**src/rtl/core/fifo_tlb_macros.svh**
```systemverilog
// Assertion macros shared by the translation buffer modules.
`ifndef FIFO_TLB_MACROS_SVH
`define FIFO_TLB_MACROS_SVH

// The consequent must hold in the same cycle as the antecedent.
`define FTLB_ASSERT_NOW(lbl, pre, post, msg) \
    lbl: assert property (@(posedge clk) disable iff (!rst_n) (pre) |-> (post)) \
        else $error(msg);

// The consequent must hold in the cycle after the antecedent.
`define FTLB_ASSERT_NEXT(lbl, pre, post, msg) \
    lbl: assert property (@(posedge clk) disable iff (!rst_n) (pre) |=> (post)) \
        else $error(msg);

`endif

```
**src/rtl/core/ftlb_pkg.sv**
```systemverilog
`default_nettype none

package ftlb_pkg;

    localparam int TAG_BITS     = 20;
    localparam int FRAME_BITS   = 20;
    localparam int ENTRIES_DEF  = 16;
    localparam int ACT_W        = 5;
    localparam int PADDR_W      = 3;
    localparam int PDATA_W      = 32;

    localparam logic [ACT_W-1:0] ACT_RESET = ACT_W'(16);

    typedef enum logic [1:0] {
        OP_LOOKUP = 2'd0,
        OP_INSERT = 2'd1,
        OP_INVAL  = 2'd2
    } op_t;

    typedef enum logic [0:0] {
        REG_ACTIVE = 1'b0
    } reg_idx_t;

    typedef enum logic [1:0] {
        ST_IDLE   = 2'd0,
        ST_EXEC   = 2'd1,
        ST_RESULT = 2'd2
    } state_t;

    typedef struct packed {
        op_t                   op;
        logic [TAG_BITS-1:0]   page_tag;
        logic [FRAME_BITS-1:0] frame_in;
    } req_item_t;

    typedef struct packed {
        logic                  hit;
        logic [FRAME_BITS-1:0] frame_out;
    } rsp_item_t;

    typedef struct packed {
        logic load_in;
        logic execute;
        logic load_out;
    } cmd_t;

endpackage

`default_nettype wire

```
**src/rtl/core/ftlb_ctrl.sv**
```systemverilog
`default_nettype none
`include "fifo_tlb_macros.svh"

module ftlb_ctrl (
    input  wire logic          clk,
    input  wire logic          rst_n,
    input  wire logic          req_valid,
    output logic               req_stall,
    output logic               rsp_valid,
    input  wire logic          rsp_stall,
    output ftlb_pkg::cmd_t     cmd
);
    import ftlb_pkg::*;

    state_t state_reg;
    state_t state_next;
    logic   out_valid_reg;
    logic   out_valid_next;

    always_ff @(posedge clk or negedge rst_n)
    begin
        if (!rst_n)
        begin
            state_reg     <= ST_IDLE;
            out_valid_reg <= 1'b0;
        end
        else
        begin
            state_reg     <= state_next;
            out_valid_reg <= out_valid_next;
        end
    end

    always_comb
    begin
        state_next = state_reg;
        case (state_reg)
            ST_IDLE:
            begin
                if (req_valid)
                begin
                    state_next = ST_EXEC;
                end
            end
            ST_EXEC:
            begin
                state_next = ST_RESULT;
            end
            ST_RESULT:
            begin
                if (!out_valid_reg || !rsp_stall)
                begin
                    state_next = ST_IDLE;
                end
            end
            default:
            begin
                state_next = ST_IDLE;
            end
        endcase
    end

    always_comb
    begin
        cmd       = '0;
        req_stall = 1'b1;
        case (state_reg)
            ST_IDLE:
            begin
                req_stall   = 1'b0;
                cmd.load_in = req_valid;
            end
            ST_EXEC:
            begin
                cmd.execute = 1'b1;
            end
            ST_RESULT:
            begin
                cmd.load_out = !out_valid_reg || !rsp_stall;
            end
            default:
            begin
                req_stall = 1'b1;
            end
        endcase
    end

    always_comb
    begin
        out_valid_next = out_valid_reg && rsp_stall;
        if (cmd.load_out)
        begin
            out_valid_next = 1'b1;
        end
    end

    assign rsp_valid = out_valid_reg;

    `FTLB_ASSERT_NEXT(a_accept_exec, req_valid && !req_stall, state_reg == ST_EXEC,
        "Accepted item did not enter execution.")
    `FTLB_ASSERT_NEXT(a_exec_result, state_reg == ST_EXEC, state_reg == ST_RESULT,
        "Execution did not move on to the result.")
    `FTLB_ASSERT_NOW(a_no_overwrite, cmd.load_out, !out_valid_reg || !rsp_stall,
        "Result loaded over a pending item.")

endmodule

`default_nettype wire

```
**src/rtl/core/ftlb_dpath.sv**
```systemverilog
`default_nettype none
`include "fifo_tlb_macros.svh"

module ftlb_dpath #(
    parameter int ENTRIES = ftlb_pkg::ENTRIES_DEF,
    parameter int CNT_W   = $clog2(ENTRIES + 1)
) (
    input  wire logic                 clk,
    input  wire logic                 rst_n,
    input  wire ftlb_pkg::cmd_t       cmd,
    input  wire ftlb_pkg::req_item_t  req,
    input  wire logic [CNT_W-1:0]     live,
    input  wire logic                 cfg_clear,
    output ftlb_pkg::rsp_item_t       rsp
);
    import ftlb_pkg::*;

    localparam int PTR_W = (ENTRIES > 1) ? $clog2(ENTRIES) : 1;

    req_item_t             item_reg;
    logic [ENTRIES-1:0]    valid_reg;
    logic [ENTRIES-1:0]    valid_next;
    logic [TAG_BITS-1:0]   tag_reg [ENTRIES];
    logic [FRAME_BITS-1:0] frame_mem [ENTRIES];
    logic [PTR_W-1:0]      ptr_reg;
    logic [PTR_W-1:0]      ptr_next;
    logic                  hit_reg;
    logic [FRAME_BITS-1:0] frame_rd_reg;
    rsp_item_t             rsp_reg;

    logic [ENTRIES-1:0]    match;
    logic [PTR_W-1:0]      match_idx;
    logic [CNT_W-1:0]      slot;
    logic [CNT_W-1:0]      slot_inc;
    logic [PTR_W-1:0]      wr_addr;
    logic                  enabled;
    logic                  do_insert;

    assign enabled   = live != '0;
    assign do_insert = cmd.execute && enabled && item_reg.op == OP_INSERT;

    always_comb
    begin
        for (int i = 0; i < ENTRIES; i++)
        begin
            match[i] = valid_reg[i] && tag_reg[i] == item_reg.page_tag;
        end
    end

    always_comb
    begin
        match_idx = '0;
        for (int i = ENTRIES - 1; i >= 0; i--)
        begin
            if (match[i])
            begin
                match_idx = PTR_W'(i);
            end
        end
    end

    always_comb
    begin
        slot = CNT_W'(ptr_reg);
        if (slot >= live)
        begin
            slot = '0;
        end
        slot_inc = slot + CNT_W'(1);
        if (slot_inc >= live)
        begin
            slot_inc = '0;
        end
        wr_addr = PTR_W'(slot);
    end

    always_comb
    begin
        valid_next = valid_reg;
        ptr_next   = ptr_reg;
        if (cfg_clear)
        begin
            valid_next = '0;
            ptr_next   = '0;
        end
        else if (cmd.execute && enabled)
        begin
            case (item_reg.op)
                OP_INSERT:
                begin
                    valid_next[wr_addr] = 1'b1;
                    ptr_next            = PTR_W'(slot_inc);
                end
                OP_INVAL:
                begin
                    valid_next = valid_reg & ~match;
                end
                default:
                begin
                    valid_next = valid_reg;
                end
            endcase
        end
    end

    always_ff @(posedge clk or negedge rst_n)
    begin
        if (!rst_n)
        begin
            valid_reg <= '0;
            ptr_reg   <= '0;
        end
        else
        begin
            valid_reg <= valid_next;
            ptr_reg   <= ptr_next;
        end
    end

    always_ff @(posedge clk)
    begin
        if (cmd.load_in)
        begin
            item_reg <= req;
        end
        if (do_insert)
        begin
            tag_reg[wr_addr] <= item_reg.page_tag;
        end
        if (cmd.execute)
        begin
            hit_reg <= item_reg.op == OP_LOOKUP && (|match);
        end
        if (cmd.load_out)
        begin
            rsp_reg.hit       <= hit_reg;
            rsp_reg.frame_out <= hit_reg ? frame_rd_reg : '0;
        end
    end

    always_ff @(posedge clk)
    begin
        if (do_insert)
        begin
            frame_mem[wr_addr] <= item_reg.frame_in;
        end
        if (cmd.execute)
        begin
            frame_rd_reg <= frame_mem[match_idx];
        end
    end

    assign rsp = rsp_reg;

    `FTLB_ASSERT_NOW(a_ptr_range, 1'b1, live == '0 || CNT_W'(ptr_reg) < live,
        "Replacement pointer beyond the active entries.")
    `FTLB_ASSERT_NEXT(a_cfg_clears, cfg_clear, valid_reg == '0 && ptr_reg == '0,
        "Configuration write did not clear the entries.")

endmodule

`default_nettype wire

```
**src/rtl/core/fifo_tlb.sv**
```systemverilog
// Fully associative translation buffer with round-robin replacement.
// An accepted item is compared and its frame is read in the execute state; the result
// is loaded in the result state. Items are accepted only in the idle state.
// The result register lets the next item be accepted while a result waits.
// Reset: all entries invalid, replacement pointer zero, active_entries 16.
`default_nettype none

module fifo_tlb #(
    parameter int ENTRIES = ftlb_pkg::ENTRIES_DEF
) (
    input  wire logic                          clk,
    input  wire logic                          rst_n,
    input  wire logic                          req_valid,
    output logic                               req_stall,
    input  wire ftlb_pkg::req_item_t           req,
    output logic                               rsp_valid,
    input  wire logic                          rsp_stall,
    output ftlb_pkg::rsp_item_t                rsp,
    input  wire logic                          psel,
    input  wire logic                          penable,
    input  wire logic                          pwrite,
    input  wire logic [ftlb_pkg::PADDR_W-1:0]  paddr,
    input  wire logic [ftlb_pkg::PDATA_W-1:0]  pwdata,
    output logic [ftlb_pkg::PDATA_W-1:0]       prdata,
    output logic                               pready
);
    import ftlb_pkg::*;

    localparam int CNT_W = $clog2(ENTRIES + 1);
    localparam int CMP_W = (CNT_W > ACT_W) ? CNT_W : ACT_W;

    logic [ACT_W-1:0] active_reg;
    logic [ACT_W-1:0] active_next;
    logic             cfg_clear;
    logic [CMP_W-1:0] act_ext;
    logic [CNT_W-1:0] live;
    reg_idx_t         reg_sel;
    cmd_t             cmd;

    assign pready    = 1'b1;
    assign reg_sel   = reg_idx_t'(paddr[2]);
    assign cfg_clear = psel && penable && pwrite && pready && reg_sel == REG_ACTIVE;

    always_comb
    begin
        active_next = active_reg;
        if (cfg_clear)
        begin
            active_next = pwdata[ACT_W-1:0];
        end
    end

    always_ff @(posedge clk or negedge rst_n)
    begin
        if (!rst_n)
        begin
            active_reg <= ACT_RESET;
        end
        else
        begin
            active_reg <= active_next;
        end
    end

    always_comb
    begin
        case (reg_sel)
            REG_ACTIVE:
            begin
                prdata = PDATA_W'(active_reg);
            end
            default:
            begin
                prdata = '0;
            end
        endcase
    end

    assign act_ext = CMP_W'(active_reg);
    assign live    = (act_ext > CMP_W'(ENTRIES)) ? CNT_W'(ENTRIES) : CNT_W'(act_ext);

    ftlb_ctrl u_ctrl (
        .clk       (clk),
        .rst_n     (rst_n),
        .req_valid (req_valid),
        .req_stall (req_stall),
        .rsp_valid (rsp_valid),
        .rsp_stall (rsp_stall),
        .cmd       (cmd)
    );

    ftlb_dpath #(
        .ENTRIES (ENTRIES),
        .CNT_W   (CNT_W)
    ) u_dpath (
        .clk       (clk),
        .rst_n     (rst_n),
        .cmd       (cmd),
        .req       (req),
        .live      (live),
        .cfg_clear (cfg_clear),
        .rsp       (rsp)
    );

endmodule

`default_nettype wire
```
**config.mk**
```make
export PLATFORM = sky130hd
export DESIGN_NAME = fifo_tlb
export DESIGN_NICKNAME = d
export VERILOG_FILES = /design/src/rtl/core/ftlb_pkg.sv /design/src/rtl/core/ftlb_ctrl.sv /design/src/rtl/core/ftlb_dpath.sv /design/src/rtl/core/fifo_tlb.sv
export VERILOG_INCLUDE_DIRS = /design/src /design/src/rtl/core
export SDC_FILE = /design/constraint.sdc
export NUM_CORES = 1
export LEC_CHECK = 0
export ABC_AREA = 1
export BUFFER_PORTS_ARGS = -buffer_cell sky130_fd_sc_hd__buf_2
export CORE_AREA = 2 2 277 279
export DETAILED_ROUTE_END_ITERATION = 7
export DIE_AREA = 0 0 279 281
export HOLD_SLACK_MARGIN = 0.03
export PLACE_DENSITY = 0.71
export SLEW_MARGIN = 20
export SYNTH_ARGS = -nofsm -noshare
export SYNTH_HDL_FRONTEND = slang
export SYNTH_SLANG_ARGS = --single-unit
```
**constraint.sdc**
```tcl
create_clock -name clk -period 6.22 [get_ports clk]
set_input_delay 1.244 -clock clk [delete_from_list [all_inputs] [get_ports clk]]
set_output_delay 1.244 -clock clk [all_outputs]
set_load 0.05 [all_outputs]
```
* Word-level counts from Yosys, hierarchy flattened *
Memories as Yosys holds them, arrays and structs flattened. A register that Yosys moved wholly into a read port is not among the register bits.
Index checks and enable logic that the tools add are counted.

operators by class
  bitwise logic cells = 4
  add/subtract/negate cells = 1
  mux-type cells = 38
  $lt $le $gt $ge = 5
  reductions and logical operators = 37
  equal/unequal tests = 22

operators by type and width
  cell                 count
  $eq 20x20->1         16
  $mux 4               21
  $mux 16              2
  $pmux 16 s2          1
  $logic_and 1x1->1    24
  $and 16x16->16       1
  $not 16->16          1
  $or 16x16->16        1
  $reduce_or 16->1     1
  $mux 5               2
  $mux 1               8
  $pmux 2 s3           1
  $reduce_and 2->1     3
  $add 4x1->5 const B  1
  $ge 4x5->1           1
  $ge 5x5->1           1
  $gt 5x5->1 const B   1
  $lt 4x5->1 const B   1
  $reduce_bool 5->1    1
  $demux 1 s4          1
  $eq 2x1->1 const B   2
  $eq 2x2->1 const B   2
  $ge 4x1->1 const B   1
  $logic_not 2->1      2
  other kinds (8)      11

storage, ports and cells
  memories = 2
  register bits = 92
  input port bits = 84
  output and inout port bits = 56
  memory bits (writable) = 640
  logic and storage cells = 120

memory list
  name               words  width  rd ports  clocked after Yosys merged registers in  wr ports  RTL line          text
  u_dpath.frame_mem  16     20     1         1                                        1         ftlb_dpath.sv:24  logic [FRAME_BITS-1:0] frame_mem [ENTRIES];
  u_dpath.tag_reg    16     20     16        0                                        1         ftlb_dpath.sv:23  logic [TAG_BITS-1:0] tag_reg [ENTRIES];

* Depth between registers and ports, before layout *
Gate-level depths: netlist of the first run.
An unclocked memory read counts as a cell.

  depth in word-level cells = 19
  mapped depth = 30
  gate-level depth less buffers = 28

* Modules after synthesis *
From an unflattened synthesis of the first run, not the netlist that was laid out.

unflattened totals
  cell total of the unflattened synthesis = 2,814
  area, all modules = 32,956.6 um^2

by module, submodules not included
  module      area each (um^2)  instances  cells an instance  sequential area each (um^2)
  ftlb_dpath  32,298.5          1          2,720              22,241.3
  fifo_tlb    513.0             1          74                 126.4
  ftlb_ctrl   145.1             1          20                 75.1

* Worst setup path before layout of the first run *
OpenSTA, ideal clock, no wires.

  kind = register to register
  start point = register active_reg[1] (netlist: act_ext[1])
  end point = memory u_dpath.frame_mem[15][0], enable pin
  cell stages (with the launch flop) = 14
  data arrival time = 3.994 ns
  setup slack = 1.789 ns
  clock period less this slack = 4.431 ns
  path through = dfrtp_1 -> nor4_1 -> nor2_1 -> inv_1 -> nand2_1 -> ha_1 -> a21boi_0 -> o21a_1 -> o21ai_0 -> a21oi_1 -> nor2_1 -> ha_1 -> nand2_1 -> nor2_1

between the ends
  word-level cells in the longest chain between the ends = 7
  elaborated cells between the ends (all ways) = 9
  those cells by class = order compare (2); mux (4); reduce/logical (3)

ends and longest elaborated chain
  what                                                                RTL line          text
  start, declared                                                     fifo_tlb.sv:32    logic [ACT_W-1:0] active_reg;
  start signal, assigned                                              fifo_tlb.sv:61    active_reg <= active_next;
  $gt 5x5->1                                                          fifo_tlb.sv:80    assign live = (act_ext > CMP_W'(ENTRIES)) ? CNT_W'(ENTRIES) : CNT_W'(act_ext);
  $mux 5 (*)                                                          fifo_tlb.sv:80
  parallel branches: the longest is 5 deep, another holds $ge 4x5->1  n/a
  end, declared                                                       ftlb_dpath.sv:24

Every way passes the cells marked *.

* Worst setup path in the final report of the first run *
  start point = register u_dpath.item_reg[26] (netlist bit)
  end point = register u_dpath.frame_rd_reg[7] (read register of u_dpath.frame_mem), data pin

between the ends
  word-level cells in the longest chain between the ends = 18
  elaborated cells between the ends (all ways) = 48
  those cells by class = eq/ne (16); mux (16); reduce/logical (16)

ends and longest elaborated chain
  what                    RTL line           text
  start, declared         ftlb_dpath.sv:20   req_item_t item_reg;
  start signal, assigned  ftlb_dpath.sv:124  item_reg <= req;
  $eq 20x20->1            ftlb_dpath.sv:46   match[i] = valid_reg[i] && tag_reg[i] == item_reg.page_tag;
  $logic_and 1x1->1       ftlb_dpath.sv:46
  $mux 4 (15 in a row)    ftlb_dpath.sv:55   if (match[i])
  $mux 4 (*)              ftlb_dpath.sv:55
  end, declared           ftlb_dpath.sv:28   logic [FRAME_BITS-1:0] frame_rd_reg;

Mark *: on every way between the ends. The rest lies on a longest branch, timed or not.
A chain may end at the register's enable or synchronous reset.

==> impl_metrics.ini, run 1 <==
[outcome]
status = finished clean

[clock_network]
cts_root_buf = clkbuf_16
post_cts_resized = 0
cts_tree = yes
clock_latency_ps = 620
cts_sinks = 752
htree_levels = 3
hold_buffers = 0
cts_made_buffers = 79
clkTransAtPathRegs_ps = 60
cts_max_path_buffers = 3
post_cts_buffers = 0

[cells_and_area]
diodes = 0
syn_to_final_growth_pct = 12.7
final_area_um2 = 37000
layout-drive-gt1-share_pct = 12.7
finalCoreUtilization_pct = 49.1
fillers = 6321
fin_nets = 2999
instances_no_fill = 3937

[global_route]
grt_util_all_layers_pct = 18.8
antenna_found_initial = 5
grt_pass1_wl_um = 112000
grt_pass1_vias = 19141
gr-total-overflow = 0
grt_max_degree = 162

[timing]
slew_viol_final = 0
max_freq_mhz = 212
setup_viol = 0
fin_skew_ps = 35.0
tightestPinTransition_ps = 1250
final_hold_viol_count = 0
post-route-period-util_pct = 75.8
period_needed_ps = 4710
rsz0062_at_grt = no
slew_headroom_pct = 15.8
whs_ps = 499
tns_ps = 0

[logic_synthesis]
syn_inst = 2797
synth_top_family_by_area = simple AND/OR/NAND/NOR gates
avgSynthCellArea_um2 = 11.7
synth-xor-area-share_pct = 5.39
synthAdderAreaFrac_pct = 0.495
synthSimpleGateAreaFrac_pct = 18.1
yosysWarnings = 0
synth-async-reset-ratio_pct = 3.72
synthTopCellsByArea = edfxtp_1 66%, nand2_1 6.1%, nand3_1 6.1%
synth.largest_area_cell = edfxtp_1
ys_seq_elements = 752
synth-compound-area-share_pct = 1.26
synth_flop_cell = edfxtp_1
synth_edf_count = 724
syn_area_um2 = 32800
synth_top_area_share_pct = 66.2
synth-seq-area-share_pct = 68.3
synthDistinctLibCells = 43
muxShareOfSynthArea_pct = 0

[setup_path]
startpoint_type = flop
slowest_stage = edfxtp_1
cp.required_ps = 6690
critPathCaptureType = flop
path_cells = buf_4, xnor2_1, nand3_1, nor4_1, nand3_1, nor2_1, nor2_1, o21ai_1, nand3_1, a21oi_4, buf_4, nand3_1, nand3_1, nand3_1, nand2_1
cpPeakStageDelay_ps = 950
path_class = reg2reg
cp_common_cell = nand3_1
crit_fanout = 80
cp_data_arrival_time_ps = 5190

[routing]
dr.pass1.iters = 6
drc = 0
vias = 20272
wirelength_um = 73900
via_per_inst = 5.15
drt_iter0_markers = 2168
routedWlPerCell_um = 18.8
postRouteAntennaNets = 0

[placed_design]
place_hpwl_um = 42900
placed_area_um2 = 34400
place_congestion = 0.847
dp_cells = 3796
portBuffers = 82

[power]
ir_drop_uv = 197
powerDensity_nw_per_um2 = 319
power_leakage_uw = 0.0142

[floorplan]
rows = 101
die-area_um2 = 78400
start_util_pct = 43.5
die-height_um = 281
die_width_um = 279
boundaryPins = 140
core-area_um2 = 75400

[min_path]
hold_path_class = reg2reg

[job]
max_cap_viol_count = 0
placed cells by master, fill, tap and decap left out, types with 4 or more instances in the layout:
| cell | instances |
|---|---|
| o22ai_1 | 4 |
| inv_1 | 318 |
| nor2_4 | 17 |
| bufinv_16 | 9 |
| inv_2 | 12 |
| o21ai_0 | 37 |
| a21oi_1 | 7 |
| nand4_1 | 57 |
| clkbuf_16 | 79 |
| nand3b_1 | 40 |
| nor3_1 | 22 |
| clkbuf_1 | 12 |
| or2_2 | 75 |
| nor2_1 | 91 |
| buf_4 | 62 |
| or2_0 | 8 |
| conb_1 | 28 |
| buf_12 | 5 |
| clkinv_2 | 7 |
| nand2_1 | 537 |
| nor4_1 | 18 |
| xor2_1 | 71 |
| a2111oi_0 | 4 |
| ha_1 | 13 |
| inv_6 | 5 |
| edfxtp_1 | 724 |
| dfrtp_1 | 27 |
| clkinv_1 | 18 |
| buf_2 | 82 |
| nand3_1 | 398 |
| xnor2_1 | 131 |
metrics by stage:
stage / power [uW] / setup WS [ps]
after floorplan: 6880 / 1790
after global placement: 7220 / 1710
after detailed placement: 7260 / 1680
after CTS: 11900 / 1640
after global routing: 12200 / 1200
final: 11800 / 1510
worst max-delay path, delay by kind of cell, from the launching register on:
kind | cells | cell delay, ps
DFF | 1 | 950
and+or+nand+nor | 10 | 2020
AOI/OAI and AO/OA | 2 | 290
xor gates and xnor gates | 1 | 120
buffers and inverters | 2 | 1140
cell families after synthesis:
| family | count (synthesis) |
|---|---|
| XOR/XNOR | 202 |
| AO/OA/AOI/OAI | 67 |
| flip-flops | 752 |
| other | 2 |
| buffers and inverters | 484 |
| adder cells (fa/ha/maj) | 13 |
| AND/OR/NAND/NOR | 1277 |
synthesized netlist by cell type (18+ instances only):
cell	n
buf_2	57
nand3b_1	40
buf_4	51
nand4_1	57
inv_1	318
nor3_1	22
nand3_1	398
nand2_1	538
or2_2	75
o21ai_0	37
dfrtp_1	27
nor2_1	109
xor2_1	71
xnor2_1	131
clkbuf_1	38
nor4_1	18
edfxtp_1	724
layer usage:
| layer | routed length (um) | track usage, % | up-vias |
|---|---|---|---|
| met3 | 6810 | 4.44 | 144 |
| met4 | 2090 | 6.59 | 10 |
| met1 | 31200 | 25.6 | 9696 |
| li1 | - | - | 9644 |
| met2 | 33800 | 29.8 | 778 |
| met5 | 58 | 0 | - |
layout make-up:
cell class                 instances  area (um2)  area share, %
clock buffer                      92        2040           5.50
clock inverter                    46         489           1.32
inverter                         330        1240           3.35
multi-input combinational       1587        8530           23.0
sequential                       752       22400           60.6
tap                              978        1220           3.31
timing repair buffer             152        1060           2.86
power breakdown:
part / total [uW] / switching (uW) / internal (uW)
registers: 6050 / 189 / 5860
logic: 1100 / 767 / 332
clock network: 4640 / 1920 / 2720
path summary, 6_finish.rpt:
check,startpoint,endpoint,slack (ps),cells after the start
worst max-delay path,u_dpath.item_reg[26],u_dpath.frame_rd_reg[7],1510,15
worst min-delay path,u_dpath.valid_reg[12],u_dpath.valid_reg[12],500,2
worst max register to register,u_dpath.item_reg[26],u_dpath.frame_rd_reg[7],1510,15
worst min register to register,u_dpath.valid_reg[12],u_dpath.valid_reg[12],500,2
max in group asynchronous,rst_n,u_dpath.ptr_reg[2],5060,1
min in group asynchronous,rst_n,u_ctrl.state_reg[1],680,1
(Power assumes the default switching activity.)
==> run 2, diff against run 1 <==
Settings changed: PLACE_DENSITY 0.71 to 0.73.
Clock period 6.22 ns to 4.1 ns, I/O delays scaled along.
==> run 2 against run 1 <==
Net effect:
- sequential power grew 51%
- flip-flop and latch count unchanged
- final area is 2.4% higher
- non-clock buffer count rose by 72
- wire length grew 5.3%
- count of clock-buffer cells in the layout rose by 10
- critical path depth increased by 12
- worst setup slack got worse by 1200 ps
- global-route usage is 0.95 points higher
- combinational power grew 71%
==> impl_metrics.ini, run 2 (synthesis gave the netlist of run 1 again) <==
[global_route]
gr-total-overflow = 0
grt_max_degree = 129
grt_pass1_vias = 19963
antenna_found_initial = 0
grt_util_all_layers_pct = 19.8
grt_pass1_wl_um = 117000

[routing]
dr.pass1.iters = 6
vias = 20963
wirelength_um = 77800
drt_iter0_markers = 2074
via_per_inst = 5.22
drc = 0
routedWlPerCell_um = 19.4
postRouteAntennaNets = 0

[floorplan]
boundaryPins = 140
rows = 101
die_width_um = 279
core-area_um2 = 75400
die-height_um = 281
die-area_um2 = 78400
start_util_pct = 43.5

[clock_network]
cts_sinks = 752
clkTransAtPathRegs_ps = 60
cts_made_buffers = 80
clock_latency_ps = 640
cts_root_buf = clkbuf_16
hold_buffers = 0
cts_max_path_buffers = 3
cts_tree = yes
htree_levels = 3

[timing]
setup_slack_ps = 259
setup_viol = 0
whs_ps = 264
fin_skew_ps = 16.9
post-route-period-util_pct = 93.7
slew_headroom_pct = 43.6
max_freq_mhz = 260
tightestPinTransition_ps = 846
slew_viol_final = 0
period_needed_ps = 3840
final_hold_viol_count = 0

[setup_path]
startpoint_type = flop
rr_endpoint = u_dpath.frame_rd_reg[16]
r2r-start = u_dpath.item_reg[22]
cp.required_ps = 4450
rr_worst_depth = 27
cp_data_arrival_time_ps = 4190
path_class = reg2reg
ff2ff_setup_slack_ps = 260
critPathCaptureType = flop
crit_fanout = 42

[power]
power_leakage_uw = 0.0146
ir_drop_uv = 312
powerDensity_nw_per_um2 = 470
total_power_uw = 17800

[cells_and_area]
layout-drive-gt1-share_pct = 15.1
instances_no_fill = 4016
diodes = 0
mostFrequentLayoutCells = 724 x edfxtp_1, 537 x nand2_1, 396 x nand3_1
finalCoreUtilization_pct = 50.2
final-seq-area_um2 = 22400
multi_input_area_um2 = 8590
fin_nets = 3072
fillers = 6319
layout_commonest_cell = edfxtp_1
syn_to_final_growth_pct = 15.4

[placed_design]
place_congestion = 0.829
portBuffers = 82
place_hpwl_um = 44300
pre_cts_ws_ps = 133
dp_cells = 3845

[job]
max_cap_viol_count = 0

[min_path]
hold_path_class = in2async

[outcome]
status = finished clean
[run 2: changes by cell type in the layout (fill, tap and decap cells not counted), moves of 3 or more]
cell / change
nor2_2: +4
nor2_1: -4
buf_4: +44
clkinv_1: +3
clkbuf_16: +3
clkbuf_1: +6
bufinv_16: -6
buf_12: +25
[run 2: per-stage QoR]
| step | instance area, um2 | TNS (ps) |
|---|---|---|
| 2_1_floorplan | 33000 | -84810 |
| 3_3_place_gp | 35100 | 0 |
| 3_5_place_dp | 35100 | 0 |
| 4_1_cts | 37600 | 0 |
| 5_1_grt | 37900 | -83.3 |
| 6_report | 37900 | 0 |
[run 2: layout make-up]
| cell class | count | area share, % |
|---|---|---|
| inverter | 330 | 3.28 |
| multi-input combinational | 1587 | 22.7 |
| clock inverter | 43 | 0.865 |
| clock buffer | 102 | 5.64 |
| tap | 978 | 3.23 |
| sequential | 752 | 59.2 |
| timing repair buffer | 224 | 5.08 |
[run 2: power by group]
| part | switching (uW) | internal [uW] | leakage (uW) | total, uW |
|---|---|---|---|---|
| clock | 2920 | 3890 | 0.00120 | 6810 |
| combinational | 1260 | 620 | 0.00649 | 1880 |
| sequential | 235 | 8890 | 0.00691 | 9130 |
[run 2: routing by layer]
layer,part of all wire (%),vias to the layer above,GRT usage [%]
li1,-,9802,-
met1,42,10161,26.8
met2,47,863,31.8
met3,8.8,137,3.70
met4,2.9,0,7.57
met5,0,-,0
[run 2: repair_timing]
item / 4_1_cts / 5_1_grt
endpoints found under the setup margin: 0 / 24
gates resized for setup: 0 / 19
setup buffers: 0 / 24
[run 2: how the worst max path moves through the flow]
stage / start / to / cells past startpoint
3_3_place_gp: u_dpath.item_reg[21] / u_dpath.frame_rd_reg[6] / 24
4_1_cts: u_dpath.item_reg[38] / u_dpath.frame_rd_reg[16] / 28
6_report: u_dpath.item_reg[22] / u_dpath.frame_rd_reg[16] / 27
2_1_floorplan: act_ext[1] / u_dpath.frame_mem[4][0] / 14
5_1_grt: act_ext[3] / u_dpath.ptr_reg[3] / 21
3_5_place_dp: u_dpath.item_reg[21] / u_dpath.frame_rd_reg[16] / 22
[run 2: worst max-delay path: stages (launching register included)]
cell      delay [ps]
edfxtp_1         530
buf_4            230
buf_4            160
xnor2_1          180
nand4_1          120
nor2_1           120
buf_4            160
nand4_1          140
nand2_1          110
nand2_1           50
nand2_1           50
nand2_1           70
nand2_1           60
nand2_1           50
nand2_1           50
nand2_1           40
nand2_1           50
nand2_1           60
nand2_1           60
nand2_1           90
nand2_4          180
buf_16           220
buf_16           230
nand3b_1         120
nand3_1          140
nand3_1           90
nand3_1           80
nand2_1          110
==> run 3, diff against run 2 <==
Settings changed: CORE_AREA 2 2 277 279 to 2 2 248 250, DIE_AREA 0 0 279 281 to 0 0 250 252, PLACE_DENSITY 0.73 to 0.86, SYNTH_HIERARCHICAL set to 1.
==> run 3 against run 2 <==
Net effect:
- critical path depth down 15
- die area down 20%
- sequential power about the same
- synthesized cell count up 0.61%
- clock skew up 14 ps
- critical path type unchanged
- critical endpoint is now u_dpath/frame_rd_reg[13]
- highest routed layer unchanged
==> impl_metrics.ini, run 3 <==
[outcome]
status = finished clean

[job]
max_cap_viol_count = 0

[logic_synthesis]
synth_top_area_share_pct = 66.0
synth_edf_count = 724
synthSimpleGateAreaFrac_pct = 18.3
muxShareOfSynthArea_pct = 0
yosysWarnings = 6
synth_top_family_by_area = simple AND/OR/NAND/NOR gates
synth-seq-area-share_pct = 68.1
synthDistinctLibCells = 48
syn_inst = 2814
ys_seq_elements = 752
synth-async-reset-ratio_pct = 3.72
synthTopCellsByArea = edfxtp_1 66%, nand2_1 6.2%, nand3_1 6.1%
synth.largest_area_cell = edfxtp_1
syn_area_um2 = 33000
synth_flop_cell = edfxtp_1
avgSynthCellArea_um2 = 11.7
yosys-top-cells-count = 724 x edfxtp_1, 546 x nand2_1, 404 x nand3_1
synthAdderAreaFrac_pct = 0.494
synth-xor-area-share_pct = 5.42
synth-compound-area-share_pct = 1.04
synth.most_common_cell = edfxtp_1

[floorplan]
rows = 90
die-area_um2 = 63000
die-height_um = 252
core-area_um2 = 60100
start_util_pct = 54.8
die_width_um = 250
boundaryPins = 140

[cells_and_area]
final_area_um2 = 36900
layout-drive-gt1-share_pct = 13.1
fin_nets = 3033
diodes = 0
syn_to_final_growth_pct = 12.1
layout_commonest_cell = edfxtp_1
mostFrequentLayoutCells = 724 x edfxtp_1, 546 x nand2_1, 404 x nand3_1

[routing]
drt_iter0_markers = 2513
routedWlPerCell_um = 19.7
top_layer = met4
wirelength_um = 74300
dr.pass1.iters = 6
drc = 0
wl_met2_um = 34700
vias = 21299
wl_met3_um = 8080
via_per_inst = 5.65
wl_met1_um = 28800
postRouteAntennaNets = 0

[timing]
slew_headroom_pct = 27.5
period_needed_ps = 3920
max_freq_mhz = 255
slew_viol_final = 0
setup_viol = 0
tns_ps = 0
setup_slack_ps = 181
final_hold_viol_count = 0
tightestPinTransition_ps = 1090
rsz0062_at_grt = no
fin_skew_ps = 31.4
post-route-period-util_pct = 95.6

[min_path]
hold_path_class = in2async

[setup_path]
crit_fanout = 40
rr_worst_depth = 12
cp.required_ps = 4450
rr_endpoint = u_dpath/frame_rd_reg[13]
r2r-start = u_dpath/item_reg[35]
cp_data_arrival_time_ps = 4270
startpoint_type = flop
critPathCaptureType = flop
ff2ff_setup_slack_ps = 180
path_class = reg2reg

[global_route]
grt_pass1_vias = 20307
grt_pass1_wl_um = 113000
antenna_found_initial = 0
grt_max_degree = 162
grt_util_all_layers_pct = 23.5
gr-total-overflow = 0

[placed_design]
pre_cts_ws_ps = 195
portBuffers = 82
place_hpwl_um = 42200
place_congestion = 0.888
placed_area_um2 = 34600

[clock_network]
clkTransAtPathRegs_ps = 60
cts_root_buf = clkbuf_16
cts_made_buffers = 76
clock_latency_ps = 640
cts_tree = yes
cts_sinks = 752
htree_levels = 3
cts_max_path_buffers = 3

[power]
clkPwrFrac_pct = 37.1
powerDensity_nw_per_um2 = 468
pwr-share-seq_pct = 52.7
power.switching_uw = 4250
total_power_uw = 17300
ir_drop_uv = 313
power_leakage_uw = 0.0143
pwr-share-comb_pct = 10.2
p_int_uw = 13100
sw_frac_of_total_pct = 24.5
-- run 3: cell count changes after synthesis, sizes merged, moves of 3 or more --
| cell | previous run | this run |
|---|---|---|
| a2111oi | 6 | 3 |
| buf | 116 | 123 |
| clkbuf | 38 | 34 |
| nand2 | 540 | 549 |
| nand3 | 398 | 404 |
| nand4 | 58 | 62 |
| nor2 | 109 | 119 |
| o21ai | 39 | 33 |
| or2 | 84 | 80 |
| xnor2 | 131 | 137 |
| xor2 | 71 | 67 |
-- run 3: layout make-up --
type,instances,area (um2)
multi-input cells,1600,8590
inverters,331,1240
flip-flops and latches,752,22400
clock inverters,30,225
well taps,782,978
fillers,4235,23200
repair buffers,175,1410
clock buffers,102,2040
-- run 3: worst max-delay path by stage --
stage / endpoint / depth (start not counted) / start / slack [ps]
finish: u_dpath/frame_rd_reg[13] / 12 / u_dpath/item_reg[35] / 180
global route: u_dpath/frame_rd_reg[5] / 23 / u_dpath/item_reg[30] / 20
CTS: u_dpath/frame_rd_reg[19] / 24 / u_dpath/item_reg[25] / 170
detailed placement: u_dpath/frame_rd_reg[19] / 24 / u_dpath/item_reg[24] / 200
global placement: u_dpath/frame_rd_reg[18] / 24 / u_dpath/item_reg[24] / 300
floorplan: u_dpath/frame_mem[8][0] / 14 / act_ext[3] / -9
-- run 3: through the flow --
stage          hold WS, ps  std cells  util (%)
3_3_place_gp           477       3632      57.5
5_1_grt                283       3772      61.4
4_1_cts                231       3764      61.3
2_1_floorplan          446       2840         -
3_5_place_dp           485       3632      57.5
6_report               229       3772      61.4
-- run 3: per-layer routing --
metal / track usage, % / vias up
li1: - / 9708
met1: 31.1 / 10108
met2: 37.9 / 1273
met3: 4.84 / 210
met5: 0 / -
met4: 10.5 / 0
-- run 3: cell families (layout without fill, tap and decap cells) --
group	count (synthesis)	in the layout
DFF	752	752
buffers and inverters	488	638
and+or+nand+nor	1298	1298
xor gates and xnor gates	204	204
AOI/OAI and AO/OA	57	57
other	2	28
adders and majority gates	13	13
-- run 3: power groups by stage --
stage          combinational, uW  sequential [uW]  clock [uW]
6_report                    1760             9110        6420
5_1_grt                     1920             9140        6800
4_1_cts                     1740             9120        6490
3_5_place_dp                1720             9270           0
3_3_place_gp                1660             9260           0
2_1_floorplan               1060             9360           0
-- run 3: worst max-delay path, stage by stage, from the launching register on --
cell,delay [ps]
edfxtp_1,660
buf_4,340
xnor2_1,150
nand4_1,120
nor4_1,640
nand4_1,320
nand2_1,230
nor2_1,90
nand2_1,110
buf_4,520
nand3_1,170
nand3_1,130
nand2_1,120
-- run 3: repair_timing --
item	in CTS	in global routing
resized for setup	0	3
setup buffers	0	8
hold buffers	0	0
endpoints found under the setup margin	0	21
